$ cat config.mk
export PLATFORM = sky130hd
export DESIGN_NAME = two_class_priority_queue
export DESIGN_NICKNAME = d
export VERILOG_FILES = /design/src/design/tcpq_pkg.sv /design/src/design/tcpq_ctrl.sv /design/src/design/tcpq_datapath.sv /design/src/design/two_class_priority_queue.sv
export VERILOG_INCLUDE_DIRS = /design/src /design/src/design
export SDC_FILE = /design/constraint.sdc
export NUM_CORES = 1
export LEC_CHECK = 0
export ABC_AREA = 1
export BUFFER_PORTS_ARGS = -buffer_cell sky130_fd_sc_hd__buf_2
export CORE_ASPECT_RATIO = 0.8
export CORE_MARGIN = 2
export CORE_UTILIZATION = 35
export CTS_BUF_LIST = sky130_fd_sc_hd__clkbuf_16
export DETAILED_ROUTE_END_ITERATION = 16
export PLACE_DENSITY = 0.52
export SYNTH_ARGS = -nofsm -noshare
export SYNTH_HDL_FRONTEND = slang
export SYNTH_SLANG_ARGS = --single-unit
export TNS_END_PERCENT = 50
$ cat constraint.sdc
create_clock -name clk -period 5.2 [get_ports clk]
set_input_delay 1.3 -clock clk [delete_from_list [all_inputs] [get_ports clk]]
set_output_delay 1.3 -clock clk [all_outputs]
set_load 0.01 [all_outputs]
$ cat src/design/two_class_priority_queue_assert.svh
// Assertion macros shared by the two-class priority queue modules.
`ifndef TWO_CLASS_PRIORITY_QUEUE_ASSERT_SVH
`define TWO_CLASS_PRIORITY_QUEUE_ASSERT_SVH

`ifndef SYNTHESIS
// Checked property, disabled while reset is high.
`define TCPQ_ASSERT(lbl, clk, rst, prop) \
  lbl: assert property (@(posedge clk) disable iff (rst) prop) \
    else $error("tcpq assertion failed");
// Checked property, active during reset as well.
`define TCPQ_ASSERT_ALWAYS(lbl, clk, prop) \
  lbl: assert property (@(posedge clk) prop) \
    else $error("tcpq assertion failed");
`else
`define TCPQ_ASSERT(lbl, clk, rst, prop)
`define TCPQ_ASSERT_ALWAYS(lbl, clk, prop)
`endif

`endif

$ cat src/design/tcpq_pkg.sv
// Shared types and constants for the two-class priority queue.
`default_nettype none

package tcpq_pkg;

  localparam int DEF_DEPTH      = 8;
  localparam int DEF_DATA_WIDTH = 32;

  localparam int ACT_W    = 2;
  localparam int VALUE_W  = 32;
  localparam int STATUS_W = 2;

  // action codes
  localparam logic [ACT_W-1:0] ACT_ENQ  = 2'd0;
  localparam logic [ACT_W-1:0] ACT_DEQ  = 2'd1;
  localparam logic [ACT_W-1:0] ACT_PEEK = 2'd2;

  // status codes
  localparam logic [STATUS_W-1:0] ST_OK    = 2'd0;
  localparam logic [STATUS_W-1:0] ST_FULL  = 2'd1;
  localparam logic [STATUS_W-1:0] ST_EMPTY = 2'd2;

  // priority classes
  localparam logic CLASS_HIGH = 1'b0;
  localparam logic CLASS_LOW  = 1'b1;

  typedef enum logic [1:0] {
    S_IDLE,
    S_EXEC,
    S_RESP
  } tcpq_state_t;

  // where the result word comes from
  typedef enum logic [1:0] {
    SRC_ZERO,
    SRC_NEG1,
    SRC_HIGH,
    SRC_LOW
  } tcpq_src_t;

  // controller to datapath commands
  typedef struct packed {
    logic capture;  // latch the incoming transaction
    logic exec;     // run the queued operation
  } tcpq_cmd_t;

endpackage

`default_nettype wire

$ cat src/design/tcpq_ctrl.sv
// Controller state machine: accepts a transaction, runs it, presents the result.
`default_nettype none
`include "two_class_priority_queue_assert.svh"

module tcpq_ctrl
  import tcpq_pkg::*;
(
  input  wire logic      clk,
  input  wire logic      rst,
  input  wire logic      start,
  output logic           busy,
  output logic           done,
  output tcpq_cmd_t      cmd
);

  tcpq_state_t state;
  tcpq_state_t state_next;

  // state register
  always_ff @(posedge clk) begin
    if (rst) begin
      state <= S_IDLE;
    end else begin
      state <= state_next;
    end
  end

  // next state and outputs
  always_comb begin
    state_next  = state;
    busy        = 1'b0;
    done        = 1'b0;
    cmd.capture = 1'b0;
    cmd.exec    = 1'b0;
    unique case (state)
      S_IDLE: begin
        cmd.capture = start;
        if (start) state_next = S_EXEC;
      end
      S_EXEC: begin
        busy       = 1'b1;
        cmd.exec   = 1'b1;
        state_next = S_RESP;
      end
      S_RESP: begin
        // result goes out while the next transaction may come in
        done        = 1'b1;
        cmd.capture = start;
        state_next  = start ? S_EXEC : S_IDLE;
      end
      default: begin
        state_next = S_IDLE;
      end
    endcase
  end

  `TCPQ_ASSERT(a_exec_then_resp, clk, rst, busy |=> done)
  `TCPQ_ASSERT(a_done_after_exec, clk, rst, done |-> $past(cmd.exec))
  `TCPQ_ASSERT_ALWAYS(a_reset_quiet, clk, rst |=> !done)

endmodule

`default_nettype wire

$ cat src/design/tcpq_datapath.sv
// Datapath: two ring-buffer FIFOs with strict-priority selection of the result.
`default_nettype none
`include "two_class_priority_queue_assert.svh"

module tcpq_datapath
  import tcpq_pkg::*;
#(
  parameter int DEPTH      = DEF_DEPTH,
  parameter int DATA_WIDTH = DEF_DATA_WIDTH
) (
  input  wire logic                       clk,
  input  wire logic                       rst,
  input  wire tcpq_cmd_t                  cmd,
  input  wire logic [ACT_W-1:0]           action,
  input  wire logic signed [VALUE_W-1:0]  value,
  input  wire logic                       priority_req,
  output logic signed [VALUE_W-1:0]       result_value,
  output logic [STATUS_W-1:0]             status,
  output logic                            served_class
);

  localparam int PTR_W = $clog2(DEPTH);
  localparam int CNT_W = $clog2(DEPTH + 1);
  localparam logic [PTR_W-1:0] LAST_PTR = PTR_W'(DEPTH - 1);
  localparam logic [CNT_W-1:0] FULL_CNT = CNT_W'(DEPTH);

  // storage
  logic [DATA_WIDTH-1:0] high_mem [DEPTH];
  logic [DATA_WIDTH-1:0] low_mem  [DEPTH];

  // latched transaction
  logic [ACT_W-1:0]      op_action;
  logic [DATA_WIDTH-1:0] op_word;
  logic                  op_class;

  // ring pointers and fill counts
  logic [PTR_W-1:0] high_rptr;
  logic [PTR_W-1:0] high_wptr;
  logic [CNT_W-1:0] high_count;
  logic [PTR_W-1:0] low_rptr;
  logic [PTR_W-1:0] low_wptr;
  logic [CNT_W-1:0] low_count;

  // result registers
  logic signed [DATA_WIDTH-1:0] rd_high;
  logic signed [DATA_WIDTH-1:0] rd_low;
  tcpq_src_t                    res_src;
  logic [STATUS_W-1:0]          res_status;
  logic                         res_class;

  // operation decode
  tcpq_src_t           src_next;
  logic [STATUS_W-1:0] status_next;
  logic                class_next;
  logic                high_push;
  logic                high_pop;
  logic                low_push;
  logic                low_pop;

  // capture the incoming transaction; store only the low DATA_WIDTH bits
  always_ff @(posedge clk) begin
    if (cmd.capture) begin
      op_action <= action;
      op_word   <= DATA_WIDTH'($unsigned(value));
      op_class  <= priority_req;
    end
  end

  // decide push/pop and the result source
  always_comb begin
    src_next    = SRC_ZERO;
    status_next = ST_OK;
    class_next  = CLASS_HIGH;
    high_push   = 1'b0;
    high_pop    = 1'b0;
    low_push    = 1'b0;
    low_pop     = 1'b0;
    unique case (op_action) inside
      ACT_ENQ: begin
        class_next = op_class;
        if (op_class == CLASS_HIGH) begin
          if (high_count == FULL_CNT) status_next = ST_FULL;
          else high_push = 1'b1;
        end else begin
          if (low_count == FULL_CNT) status_next = ST_FULL;
          else low_push = 1'b1;
        end
      end
      ACT_DEQ, ACT_PEEK: begin
        if (high_count != '0) begin
          src_next = SRC_HIGH;
          high_pop = (op_action == ACT_DEQ);
        end else if (low_count != '0) begin
          src_next   = SRC_LOW;
          class_next = CLASS_LOW;
          low_pop    = (op_action == ACT_DEQ);
        end else begin
          src_next    = SRC_NEG1;
          status_next = ST_EMPTY;
        end
      end
      default: begin
        // unused code: no state change, zero result
      end
    endcase
  end

  // pointer and count update
  always_ff @(posedge clk) begin
    if (rst) begin
      high_rptr  <= '0;
      high_wptr  <= '0;
      high_count <= '0;
      low_rptr   <= '0;
      low_wptr   <= '0;
      low_count  <= '0;
    end else if (cmd.exec) begin
      if (high_push) begin
        high_wptr  <= (high_wptr == LAST_PTR) ? '0 : high_wptr + 1'b1;
        high_count <= high_count + 1'b1;
      end
      if (high_pop) begin
        high_rptr  <= (high_rptr == LAST_PTR) ? '0 : high_rptr + 1'b1;
        high_count <= high_count - 1'b1;
      end
      if (low_push) begin
        low_wptr  <= (low_wptr == LAST_PTR) ? '0 : low_wptr + 1'b1;
        low_count <= low_count + 1'b1;
      end
      if (low_pop) begin
        low_rptr  <= (low_rptr == LAST_PTR) ? '0 : low_rptr + 1'b1;
        low_count <= low_count - 1'b1;
      end
    end
  end

  // memory write and registered read of both heads
  always_ff @(posedge clk) begin
    if (cmd.exec) begin
      if (high_push) high_mem[high_wptr] <= op_word;
      if (low_push) low_mem[low_wptr] <= op_word;
      rd_high <= high_mem[high_rptr];
      rd_low  <= low_mem[low_rptr];
    end
  end

  // result bookkeeping
  always_ff @(posedge clk) begin
    if (cmd.exec) begin
      res_src    <= src_next;
      res_status <= status_next;
      res_class  <= class_next;
    end
  end

  // result word, sign-extended from DATA_WIDTH
  always_comb begin
    case (res_src)
      SRC_NEG1: result_value = '1;
      SRC_HIGH: result_value = VALUE_W'(rd_high);
      SRC_LOW:  result_value = VALUE_W'(rd_low);
      default:  result_value = '0;
    endcase
  end

  assign status       = res_status;
  assign served_class = res_class;

  `TCPQ_ASSERT(a_high_count_bound, clk, rst, high_count <= FULL_CNT)
  `TCPQ_ASSERT(a_low_count_bound, clk, rst, low_count <= FULL_CNT)
  `TCPQ_ASSERT(a_push_not_full, clk, rst, (cmd.exec && high_push) |-> high_count != FULL_CNT)

endmodule

`default_nettype wire

$ cat src/design/two_class_priority_queue.sv
// Two-class strict-priority queue: two DEPTH-entry FIFOs, high class served first.
// A transaction accepted with start runs in the execute state, then its result is on
// the ports with done high for the next cycle. A new transaction may be accepted while
// done is high, but not during execute; busy is high only in the execute cycle,
// in which the latched transaction updates the FIFOs. done cannot be stalled.
// Reset (rst, synchronous): both FIFOs empty, pointers zero; memory contents are not cleared.
`default_nettype none

module two_class_priority_queue
  import tcpq_pkg::*;
#(
  parameter int DEPTH      = DEF_DEPTH,
  parameter int DATA_WIDTH = DEF_DATA_WIDTH
) (
  input  wire logic                       clk,
  input  wire logic                       rst,
  input  wire logic                       start,
  output logic                            busy,
  input  wire logic [ACT_W-1:0]           action,
  input  wire logic signed [VALUE_W-1:0]  value,
  input  wire logic                       priority_req,
  output logic                            done,
  output logic signed [VALUE_W-1:0]       result_value,
  output logic [STATUS_W-1:0]             status,
  output logic                            served_class
);

  tcpq_cmd_t cmd;

  tcpq_ctrl u_ctrl (
    .clk   (clk),
    .rst   (rst),
    .start (start),
    .busy  (busy),
    .done  (done),
    .cmd   (cmd)
  );

  tcpq_datapath #(
    .DEPTH      (DEPTH),
    .DATA_WIDTH (DATA_WIDTH)
  ) u_datapath (
    .clk          (clk),
    .rst          (rst),
    .cmd          (cmd),
    .action       (action),
    .value        (value),
    .priority_req (priority_req),
    .result_value (result_value),
    .status       (status),
    .served_class (served_class)
  );

endmodule

`default_nettype wire
-- Word level (Yosys, flattened, before mapping)
Memory sizes are Yosys's and may differ from the RTL's. A register that Yosys moved wholly into a read port is not among the register bits.
Index checks and enable logic that the tools add are counted.
- register bits: 62
- bits in writable memories: 512
- bits of input ports: 38
- output and inout bits: 37
- word-level logic and storage cells: 97
- memories: 2
- memory list (name ; depth ; bits a word ; read ports ; clocked after memory_dff ; wr ports ; line ; RTL):
    u_datapath.high_mem ; 8 ; 32 ; 1 ; 1 ; 1 ; tcpq_datapath.sv:28 ; logic [DATA_WIDTH-1:0] high_mem [DEPTH];
    u_datapath.low_mem ; 8 ; 32 ; 1 ; 1 ; 1 ; tcpq_datapath.sv:29 ; logic [DATA_WIDTH-1:0] low_mem [DEPTH];
- add/sub/neg operators: 8
- eq/ne operators: 14
- muxes and demuxes: 43
- bitwise gates (word level): 1
- reductions and logical operators: 15
- operators with widths (cell ; number):
    $pmux W32 S3 ; 1
    $mux W1 ; 25
    $mux W4 ; 4
    $add A3 B1 Y3 const B ; 4
    $eq A3 B3 Y1 const B ; 4
    $mux W2 ; 6
    $mux W3 ; 4
    $reduce_and A2 Y1 ; 6
    $add A4 B1 Y4 const B ; 2
    $eq A2 B2 Y1 const B ; 4
    $eq A4 B4 Y1 const B ; 2
    $reduce_bool A4 Y1 ; 2
    $sub A4 B1 Y4 const B ; 2
    $eq A2 B1 Y1 const B ; 3
    $pmux W2 S3 ; 1
    $reduce_or A2 Y1 ; 3
    $logic_not A2 Y1 ; 2
    $pmux W2 S2 ; 1
    $reduce_bool A2 Y1 ; 2
    $ne A2 B2 Y1 const B ; 1
    $pmux W1 S2 ; 1
    $not A1 Y1 ; 1

-- Depth between registers and ports, before layout
Gate-level depths: netlist of run 1.
- depth after elaboration: 7
- depth in mapped cells: 16
- gate-level depth less buffers: 16

-- By module
From an unflattened synthesis of run 1, not the netlist that was laid out.
- cells, all modules: 1864
- area, all modules: 24596.1 sq um
- modules (own cells, without submodules) (module ; times used ; cells an instance ; area each (sq um) ; seq. area each (sq um)):
    tcpq_datapath ; 1 ; 1852 ; 24514.8 ; 18898.1
    tcpq_ctrl ; 1 ; 12 ; 81.3 ; 40.0

-- Worst setup path after synthesis of run 1
No wires, ideal clock.
- path type: register -> register
- start: register u_ctrl.state[0]
- end: memory u_datapath.high_mem[7][0] (netlist bit) (enable)
- setup time: 461 ps
- arrival time: 3842 ps
- data required time: 4739 ps
- path slack: 897 ps
- stages on the path, launching flop included: 7
- path buffers: 0
- clock period less this slack: 4303 ps
- cell sequence: dfxtp_1 nand2_1 clkinv_2 nand4_4 nor2_1 inv_2 nor3_1
- cells in the longest elaborated chain, start to end: 4
- RTL lines (item ; line ; RTL):
    start: declaration ; tcpq_ctrl.sv:16 ; tcpq_state_t state;
    start signal: assignment ; tcpq_ctrl.sv:24 ; state <= state_next;
    $eq A2 B1 Y1 ; -- ;
    $mux W1 ; -- ;
    named net busy ; two_class_priority_queue.sv:18 ; output logic busy,
    $mux W1 ; tcpq_datapath.sv:139 ; if (cmd.exec) begin
    $mux W1 (not written as such) ; tcpq_datapath.sv:140 ; if (high_push) high_mem[high_wptr] <= op_word;
    end: declaration ; tcpq_datapath.sv:28 ;
The timed path passes the listed nets, and every way through them passes these cells.

-- Final worst setup path of run 1
- start: register u_datapath.res_src[0]
- end: output port result_value[21]
- cells in the longest elaborated chain, start to end: 2
- elaborated cells between the ends (all ways): 4
- those cells by class: 3 x eq/ne; 1 x mux
- RTL lines (item ; line ; RTL):
    start: declaration ; tcpq_datapath.sv:47 ; tcpq_src_t res_src;
    start signal: assignment ; tcpq_datapath.sv:150 ; res_src <= src_next;
    $eq A2 B2 Y1 or $eq A2 B1 Y1 (tied branches) ; tcpq_datapath.sv:158 ; case (res_src)
    $pmux W32 S3 (*) ; tcpq_datapath.sv:158 ;
    end: declaration ; two_class_priority_queue.sv:23 ; output logic signed [VALUE_W-1:0] result_value,
Mark *: on every way between the ends. The rest lies on a longest branch, timed or not.

==> insert_results.sql, run 1 <==
INSERT INTO impl_metrics (metric_group, metric, value, unit) VALUES
('sta', 'postLayoutSetupSlackWorst', '1.49', 'ns'),
('clock_network', 'cts-hold-fix-buffers', '0', ''),
('clock_network', 'htree_levels', '2', ''),
('clock_network', 'number_of_clock_sinks', '638', ''),
('synthesis', 'synth_warnings', '0', ''),
('global_route', 'grt_start_max_net_pins', '95', ''),
('drt', 'wl_per_cell', '21.5', 'um'),
('synthesis', 'synthArstFlopShare', '0', '%'),
('worst_setup_path', 'worstSetupEndpointType', 'output pin', ''),
('power_and_ir_drop', 'pwr_density_cell', '371', 'nW/um^2'),
('clock_network', 'worst_setup_hold_path_clk_slew', '0.06', 'ns'),
('synthesis', 'yosysSeqAreaShare', '76.6', '%'),
('worst_setup_path', 'crit-reg2reg-capture', 'u_datapath.high_mem[3][2]', ''),
('drt', 'detailedRoute.firstIterationViolations', '1285', ''),
('global_route', 'grt_util_all_layers', '17.0', '%'),
('worst_setup_path', 'critical_path_arrival', '2.41', 'ns'),
('global_route', 'number_of_global_route_vias_before_repair', '14400', ''),
('clock_network', 'cts.repair_timing.setup_buffer_count', '0', ''),
('worst_setup_path', 'worst-path-max-fanout', '34', ''),
('sta', 'worst_hold_slack', '0.499', 'ns'),
('place', 'port_buffers', '74', ''),
('drt', 'drt.antenna.violating_nets', '0', ''),
('synthesis', 'post_synth_instance_area', '24700', 'um^2'),
('min_path', 'holdCritPathClass', 'flop to flop', ''),
('sta', 'rsz_0062_raised_after_global_routing', 'no', ''),
('cells_and_area', 'final_layout_size_suffix_gt1_share', '12.8', '%'),
('synthesis', 'avgSynthCellArea', '13.3', 'um^2'),
('place', 'gp_congestion', '0.803', ''),
('synthesis', 'flop_and_latch_count_out_of_synthesis', '638', ''),
('synthesis', 'synth_nets', '1911', ''),
('clock_network', 'cts_tree', 'done', ''),
('synthesis', 'synth_top_area_share', '74.8', '%'),
('cells_and_area', 'layout.cell_area.non_filler', '28200', 'um^2'),
('sta', 'total_neg_setup_slack', '0', 'ns'),
('worst_setup_path', 'regToRegStartpoint', 'u_ctrl.state[0]', ''),
('drt', 'route.vias.total', '14900', ''),
('synthesis', 'netlist_top_cells_area', 'sky130_fd_sc_hd__edfxtp_1 75%, sky130_fd_sc_hd__nor2_1 7.1%, sky130_fd_sc_hd__o21ai_0 6.3%, sky130_fd_sc_hd__dfxtp_1 1.8%, sky130_fd_sc_hd__o22ai_1 1.6%', ''),
('die', 'initial_utilization', '35.2', '%'),
('sta', 'drv_slew', '0', ''),
('global_route', 'number_of_antenna_violations_at_the_first_check_in_global_routing', '4', ''),
('die', 'dieWidth', '301', 'um'),
('power_and_ir_drop', 'highest_ir_drop_seen_on_vdd', '236', 'uV'),
('worst_setup_path', 'criticalPathCategory', 'flop to output pin', ''),
('die', 'core', '70200', 'um^2'),
('run', 'drv.max_cap_violation_count', '0', ''),
('worst_setup_path', 'critPathRequiredTime', '3.90', 'ns'),
('clock_network', 'clock_latency', '0.63', 'ns'),
('place', 'dp_hpwl', '36000', 'um'),
('sta', 'worst_slew_pin_slew', '1.03', 'ns'),
('sta', 'max_freq', '0.269', 'GHz'),
('cells_and_area', 'area.growth.synth_to_final', '14.1', '%'),
('place', 'placed_cell_area', '26200', 'um^2'),
('worst_setup_path', 'regToRegSetupSlack', '2.08', 'ns'),
('cells_and_area', 'fin_nets', '1976', ''),
('worst_setup_path', 'r2r.worst_path.cells', '7', ''),
('sta', 'slew_headroom', '31.3', '%'),
('sta', 'clock-skew-final', '0.0222', 'ns'),
('sta', 'setup_violations', '0', ''),
('worst_setup_path', 'setup.worst_path.start_class', 'flop', ''),
('run_status', 'outcome', 'complete, no violations', ''),
('worst_setup_path', 'critPathLaunch', 'u_datapath.res_src[0]', ''),
('synthesis', 'synth_top_flop_cell', 'sky130_fd_sc_hd__edfxtp_1', ''),
('synthesis', 'post_synth_inst_count', '1858', ''),
('drt', 'drc', '0', ''),
('drt', 'routed_wl', '62400', 'um'),
('worst_setup_path', 'worstSetupEndpoint', 'result_value[21]', ''),
('synthesis', 'synth.lib_cells_used.distinct', '42', ''),
('sta', 'finalHoldViolations', '0', ''),
('synthesis', 'synth_edf_count', '616', ''),
('synthesis', 'synth.largest_area_cell', 'sky130_fd_sc_hd__edfxtp_1', ''),
('die', 'std_cell_rows', '87', '');
layout by cell type, fill, tap and decap left out, types with 2 or more instances in the layout:
cell / n
sky130_fd_sc_hd__a211oi_1: 4
sky130_fd_sc_hd__a21oi_1: 17
sky130_fd_sc_hd__a21oi_2: 3
sky130_fd_sc_hd__a31oi_1: 64
sky130_fd_sc_hd__buf_2: 74
sky130_fd_sc_hd__buf_4: 36
sky130_fd_sc_hd__bufinv_16: 9
sky130_fd_sc_hd__clkbuf_16: 62
sky130_fd_sc_hd__clkinv_1: 12
sky130_fd_sc_hd__clkinv_2: 15
sky130_fd_sc_hd__clkinv_4: 2
sky130_fd_sc_hd__clkinvlp_4: 2
sky130_fd_sc_hd__dfxtp_1: 18
sky130_fd_sc_hd__dfxtp_2: 2
sky130_fd_sc_hd__dfxtp_4: 2
sky130_fd_sc_hd__diode_2: 3
sky130_fd_sc_hd__edfxtp_1: 616
sky130_fd_sc_hd__ha_1: 14
sky130_fd_sc_hd__inv_1: 72
sky130_fd_sc_hd__inv_2: 9
sky130_fd_sc_hd__inv_4: 2
sky130_fd_sc_hd__inv_8: 2
sky130_fd_sc_hd__nand2_1: 26
sky130_fd_sc_hd__nand2_2: 3
sky130_fd_sc_hd__nand2_8: 2
sky130_fd_sc_hd__nand3_1: 7
sky130_fd_sc_hd__nand3_4: 2
sky130_fd_sc_hd__nor2_1: 458
sky130_fd_sc_hd__nor2_2: 2
sky130_fd_sc_hd__nor2_4: 9
sky130_fd_sc_hd__nor3_1: 3
sky130_fd_sc_hd__nor3_2: 5
sky130_fd_sc_hd__nor3_4: 3
sky130_fd_sc_hd__o21ai_0: 311
sky130_fd_sc_hd__o21ai_1: 22
sky130_fd_sc_hd__o22ai_1: 65
sky130_fd_sc_hd__or2_2: 2
sky130_fd_sc_hd__xor2_1: 2
flip-flops by register name, indices dropped and copies added, names as in the netlist:
signal,flops
u_datapath.res_src,2
u_datapath.high_wptr,3
u_ctrl.state,2
u_datapath.low_rptr,3
u_datapath.op_class,1
u_datapath.rd_high,32
u_datapath.high_count,4
u_datapath.high_rptr,3
u_datapath.low_mem,256
u_datapath.served_class,1
u_datapath.high_mem,256
u_datapath.status,2
u_datapath.low_count,4
u_datapath.rd_low,32
u_datapath.op_word,32
u_datapath.low_wptr,3
u_datapath.op_action,2
layer usage:
layer / global-route usage (%) / up-vias / wire length [um]
li1: - / 6905 / -
met5: 0 / - / 0
met3: 2.72 / 80 / 4360
met2: 23.5 / 448 / 25800
met4: 4.23 / 0 / 1210
met1: 27.5 / 7456 / 31000
cell usage after synthesis (all sizes together), types with 3 or more instances:
master  instances
a211oi          4
a21oi          20
a31oi          64
buf            43
clkbuf         65
dfxtp          22
edfxtp        616
ha             14
inv            74
nand2          32
nand3          10
nor2          470
nor3           11
o21ai         333
o22ai          65
or2             3
worst max-delay path: stages, from the launching register on:
cell and delay [ns]:
sky130_fd_sc_hd__edfxtp_1 0.38, sky130_fd_sc_hd__buf_4 0.27, sky130_fd_sc_hd__or2_2 0.63, sky130_fd_sc_hd__o21ai_0 0.33, sky130_fd_sc_hd__buf_2 0.18
power breakdown:
group	internal [mW]	switching, mW
Clock	2.61	1.92
Sequential	5.68	0.0824
Combinational	0.0531	0.126
layout make-up:
type / instances / area (um^2)
timing repair buffer: 110 / 641
clock buffer: 62 / 1550
fill: 6535 / 42000
inverter: 76 / 297
sequential: 638 / 18900
multi-input combinational: 1036 / 5130
antenna: 3 / 7.51
clock inverter: 50 / 482
tap: 934 / 1170
worst min-delay path by stage:
stage,from,end,slack [ns],cells past startpoint
floorplan,u_ctrl.state[0],u_ctrl.state[0],0.44,1
global placement,u_datapath.low_count[0],u_datapath.low_count[0],0.48,1
detailed placement,u_datapath.low_count[0],u_datapath.low_count[0],0.49,1
global route,u_datapath.low_count[0],u_datapath.low_count[0],0.53,1
finish,u_datapath.low_count[0],u_datapath.low_count[0],0.50,1
CTS,u_datapath.low_count[0],u_datapath.low_count[0],0.51,1
per-stage QoR:
step                      cells  total power, mW
after floorplan            1858             5.93
after global placement     2794             6.06
after detailed placement   2794             6.06
after CTS                  2906             10.6
after global routing       2906             10.8
final                      2909             10.5
kinds of logic after synthesis:
| logic type | after synthesis | share of synthesized area, % |
|---|---|---|
| AND/OR/NAND/NOR | 530 | 8.75 |
| AO/OA/AOI/OAI | 489 | 10.7 |
| XOR/XNOR | 2 | 0.0709 |
| buffers and inverters | 184 | 3.12 |
| adder cells (fa/ha/maj) | 15 | 0.789 |
| flip-flops | 638 | 76.6 |
Note: power is estimated with default switching activity, not from simulation.
==> inputs of run 2 (changes only) <==
--- a/config.mk
+++ b/config.mk
@@ -13,7 +13,7 @@
 export CORE_UTILIZATION = 35
 export CTS_BUF_LIST = sky130_fd_sc_hd__clkbuf_16
 export DETAILED_ROUTE_END_ITERATION = 16
-export PLACE_DENSITY = 0.52
+export PLACE_DENSITY = 0.54
 export SYNTH_ARGS = -nofsm -noshare
 export SYNTH_HDL_FRONTEND = slang
 export SYNTH_SLANG_ARGS = --single-unit
==> constraint.sdc (replaced) <==
create_clock -name clk -period 3.3 [get_ports clk]
set_input_delay 0.825 -clock clk [delete_from_list [all_inputs] [get_ports clk]]
set_output_delay 0.825 -clock clk [all_outputs]
set_load 0.01 [all_outputs]
==> insert_results.sql, run 2 (synthesized netlist as in run 1, its figures left out) <==
INSERT INTO impl_metrics (metric_group, metric, value, unit) VALUES
('sta', 'slew_headroom', '46.1', '%'),
('clock_network', 'clock_path_buffers', '3', ''),
('power_and_ir_drop', 'p_leak', '9.66', 'nW'),
('cells_and_area', 'layout.cells.most_common', 'sky130_fd_sc_hd__edfxtp_1', ''),
('global_route', 'number_of_global_route_vias_before_repair', '14500', ''),
('place', 'gp_congestion', '0.768', ''),
('power_and_ir_drop', 'seq_power_share', '54.3', '%'),
('global_route', 'grt_first_pass_wirelength', '89900', 'um'),
('power_and_ir_drop', 'p_comb_share', '1.7', '%'),
('die', 'area_enclosed_by_the_die_boundary', '72800', 'um^2'),
('drt', 'drc', '0', ''),
('sta', 'worst_slew_pin_slew', '0.808', 'ns'),
('power_and_ir_drop', 'pwr_density_cell', '587', 'nW/um^2'),
('clock_network', 'htree_levels', '2', ''),
('die', 'std_cell_rows', '87', ''),
('worst_setup_path', 'setup.worst_path.start_class', 'flop', ''),
('cells_and_area', 'num_antenna_cells', '0', ''),
('die', 'core', '70200', 'um^2'),
('cells_and_area', 'final_layout_size_suffix_gt1_share', '14.2', '%'),
('sta', 'finalCriticalPeriod', '3.04', 'ns'),
('global_route', 'grt_start_max_net_pins', '131', ''),
('sta', 'clock-skew-final', '0.0414', 'ns'),
('power_and_ir_drop', 'internal_power', '13.3', 'mW'),
('drt', 'met1Wirelength', '29300', 'um'),
('worst_setup_path', 'criticalPathCategory', 'flop to output pin', ''),
('drt', 'vias_per_cell', '5.07', ''),
('cells_and_area', 'postLayoutCoreUtil', '40.6', '%'),
('clock_network', 'cts_inserted_buffers', '61', ''),
('cells_and_area', 'leading_cell_types_in_the_layout_fill_and_taps_excluded', '616 x sky130_fd_sc_hd__edfxtp_1, 458 x sky130_fd_sc_hd__nor2_1, 311 x sky130_fd_sc_hd__o21ai_0', ''),
('drt', 'detailedRoute.firstIterationViolations', '1425', ''),
('sta', 'drv_slew', '0', ''),
('min_path', 'holdCritPathClass', 'input port to flop', ''),
('clock_network', 'worst_setup_hold_path_clk_slew', '0.07', 'ns'),
('cells_and_area', 'multi_input_comb_area', '5140', 'um^2'),
('drt', 'detailedRoute.firstPassIterationCount', '5', ''),
('die', 'dieWidth', '301', 'um'),
('drt', 'dr_wl_met3', '3830', 'um'),
('place', 'placed_cell_area', '26400', 'um^2'),
('drt', 'drt.antenna.violating_nets', '0', ''),
('power_and_ir_drop', 'clock_power_share', '44.0', '%'),
('sta', 'final.period_utilization', '92.2', '%'),
('die', 'die_h', '242', 'um'),
('worst_setup_path', 'slowest_delay', '0.58', 'ns'),
('cells_and_area', 'layout.cell_area.non_filler', '28500', 'um^2'),
('clock_network', 'cts-hold-fix-buffers', '0', ''),
('worst_setup_path', 'critical_path_arrival', '2.22', 'ns'),
('worst_setup_path', 'worstSetupEndpointType', 'output pin', ''),
('sta', 'max_freq', '0.329', 'GHz'),
('run', 'drv.max_cap_violation_count', '0', ''),
('power_and_ir_drop', 'highest_ir_drop_seen_on_vdd', '327', 'uV'),
('die', 'ioPinCount', '75', ''),
('sta', 'setup_violations', '0', ''),
('die', 'initial_utilization', '35.2', '%'),
('clock_network', 'clock_latency', '0.65', 'ns'),
('power_and_ir_drop', 'power.switching_fraction', '20.7', '%'),
('cells_and_area', 'sequential_cell_area', '18900', 'um^2'),
('cells_and_area', 'filler_cell_count', '6462', ''),
('sta', 'rsz_0062_raised_after_global_routing', 'no', ''),
('worst_setup_path', 'critPathRequiredTime', '2.47', 'ns'),
('cells_and_area', 'area.growth.synth_to_final', '15.4', '%'),
('worst_setup_path', 'crit_chain', 'or2_2, o21ai_0, buf_2', ''),
('drt', 'highest_metal_layer_with_signal_wires', 'met5', ''),
('clock_network', 'cts.repair_timing.setup_buffer_count', '0', ''),
('clock_network', 'cts.repair.resized', '0', ''),
('drt', 'route.vias.total', '14800', ''),
('place', 'dp_hpwl', '35100', 'um'),
('global_route', 'globalRouteOverflowTotal', '0', ''),
('drt', 'detailroute.wirelength.met2', '25500', 'um'),
('sta', 'worst_hold_slack', '0.351', 'ns'),
('worst_setup_path', 'critPathTopFamily', 'simple AND/OR/NAND/NOR gates', ''),
('worst_setup_path', 'cp_num_buf_inv', '1', ''),
('cells_and_area', 'fin_nets', '1991', ''),
('power_and_ir_drop', 'power.switching', '3.46', 'mW'),
('worst_setup_path', 'worst-path-max-fanout', '32', ''),
('worst_setup_path', 'critical_path.slowest_cell', 'sky130_fd_sc_hd__or2_2', ''),
('clock_network', 'cts_tree', 'done', ''),
('sta', 'finalHoldViolations', '0', ''),
('drt', 'wl_per_cell', '20.4', 'um'),
('global_route', 'grt_util_all_layers', '16.3', '%'),
('cells_and_area', 'layout_top_registers', 'u_datapath.high_mem: 256 flops, u_datapath.low_mem: 256 flops', ''),
('global_route', 'number_of_antenna_violations_at_the_first_check_in_global_routing', '1', ''),
('clock_network', 'ctsRootBufferMaster', 'sky130_fd_sc_hd__clkbuf_16', ''),
('place', 'port_buffers', '74', ''),
('drt', 'routed_wl', '59800', 'um'),
('clock_network', 'number_of_clock_sinks', '638', ''),
('run_status', 'outcome', 'complete, no violations', '');
[run 2: changes by cell type in the layout (fill, tap and decap cells not counted), sizes merged]
cell and change:
buf +15, clkinv +3, diode -3, clkinvlp +2, inv -2, bufinv +1
[run 2: layout make-up]
class / instances / area share [%]
Sequential cell: 638 / 66.4
Timing Repair Buffer: 125 / 2.99
Clock buffer: 62 / 5.44
Inverter: 76 / 1.03
Multi-Input combinational cell: 1036 / 18.0
Clock inverter: 54 / 2.03
Tap cell: 934 / 4.10
[run 2: through the flow]
step           setup slack [ns]  power, mW  std cells  setup TNS [ns]
2_1_floorplan            -0.534       9.35       1858          -71.39
3_3_place_gp              0.692       9.54       2809               0
3_5_place_dp              0.694       9.54       2809               0
4_1_cts                   0.253       16.9       2925               0
5_1_grt                   0.157       17.3       2925               0
6_report                  0.258       16.7       2925               0
[run 2: final timing paths]
check	from	end	slack, ns	depth (start not counted)
max	u_datapath.res_src[0]	result_value[17]	0.26	3
min	value[23]	u_datapath.op_word[23]	0.35	1
max reg2reg	u_datapath.op_action[0]	u_datapath.low_mem[5][18]	0.67	7
min reg2reg	u_datapath.high_rptr[2]	u_datapath.high_rptr[2]	0.49	2
[run 2: power groups by stage]
stage	clock network [mW]	logic (mW)	registers (mW)
after floorplan	0	0.155	9.20
after global placement	0	0.285	9.25
after detailed placement	0	0.288	9.26
after CTS	7.52	0.289	9.08
after global routing	7.84	0.319	9.09
final	7.37	0.286	9.08
[run 2: metal layers]
metal / vias up / track usage, %
met2: 428 / 23.6
met1: 7386 / 24.9
met3: 86 / 3.23
met4: 2 / 3.95
li1: 6930 / -
met5: - / 0
[run 2: worst reg2reg max path: stages (launching register included)]
cell                       delay [ns]
sky130_fd_sc_hd__edfxtp_1        0.42
sky130_fd_sc_hd__inv_1           0.08
sky130_fd_sc_hd__ha_1            0.28
sky130_fd_sc_hd__inv_1           0.09
sky130_fd_sc_hd__nor3_1          0.42
sky130_fd_sc_hd__nand2_1         0.30
sky130_fd_sc_hd__nor3_2          0.17
sky130_fd_sc_hd__buf_4           0.48
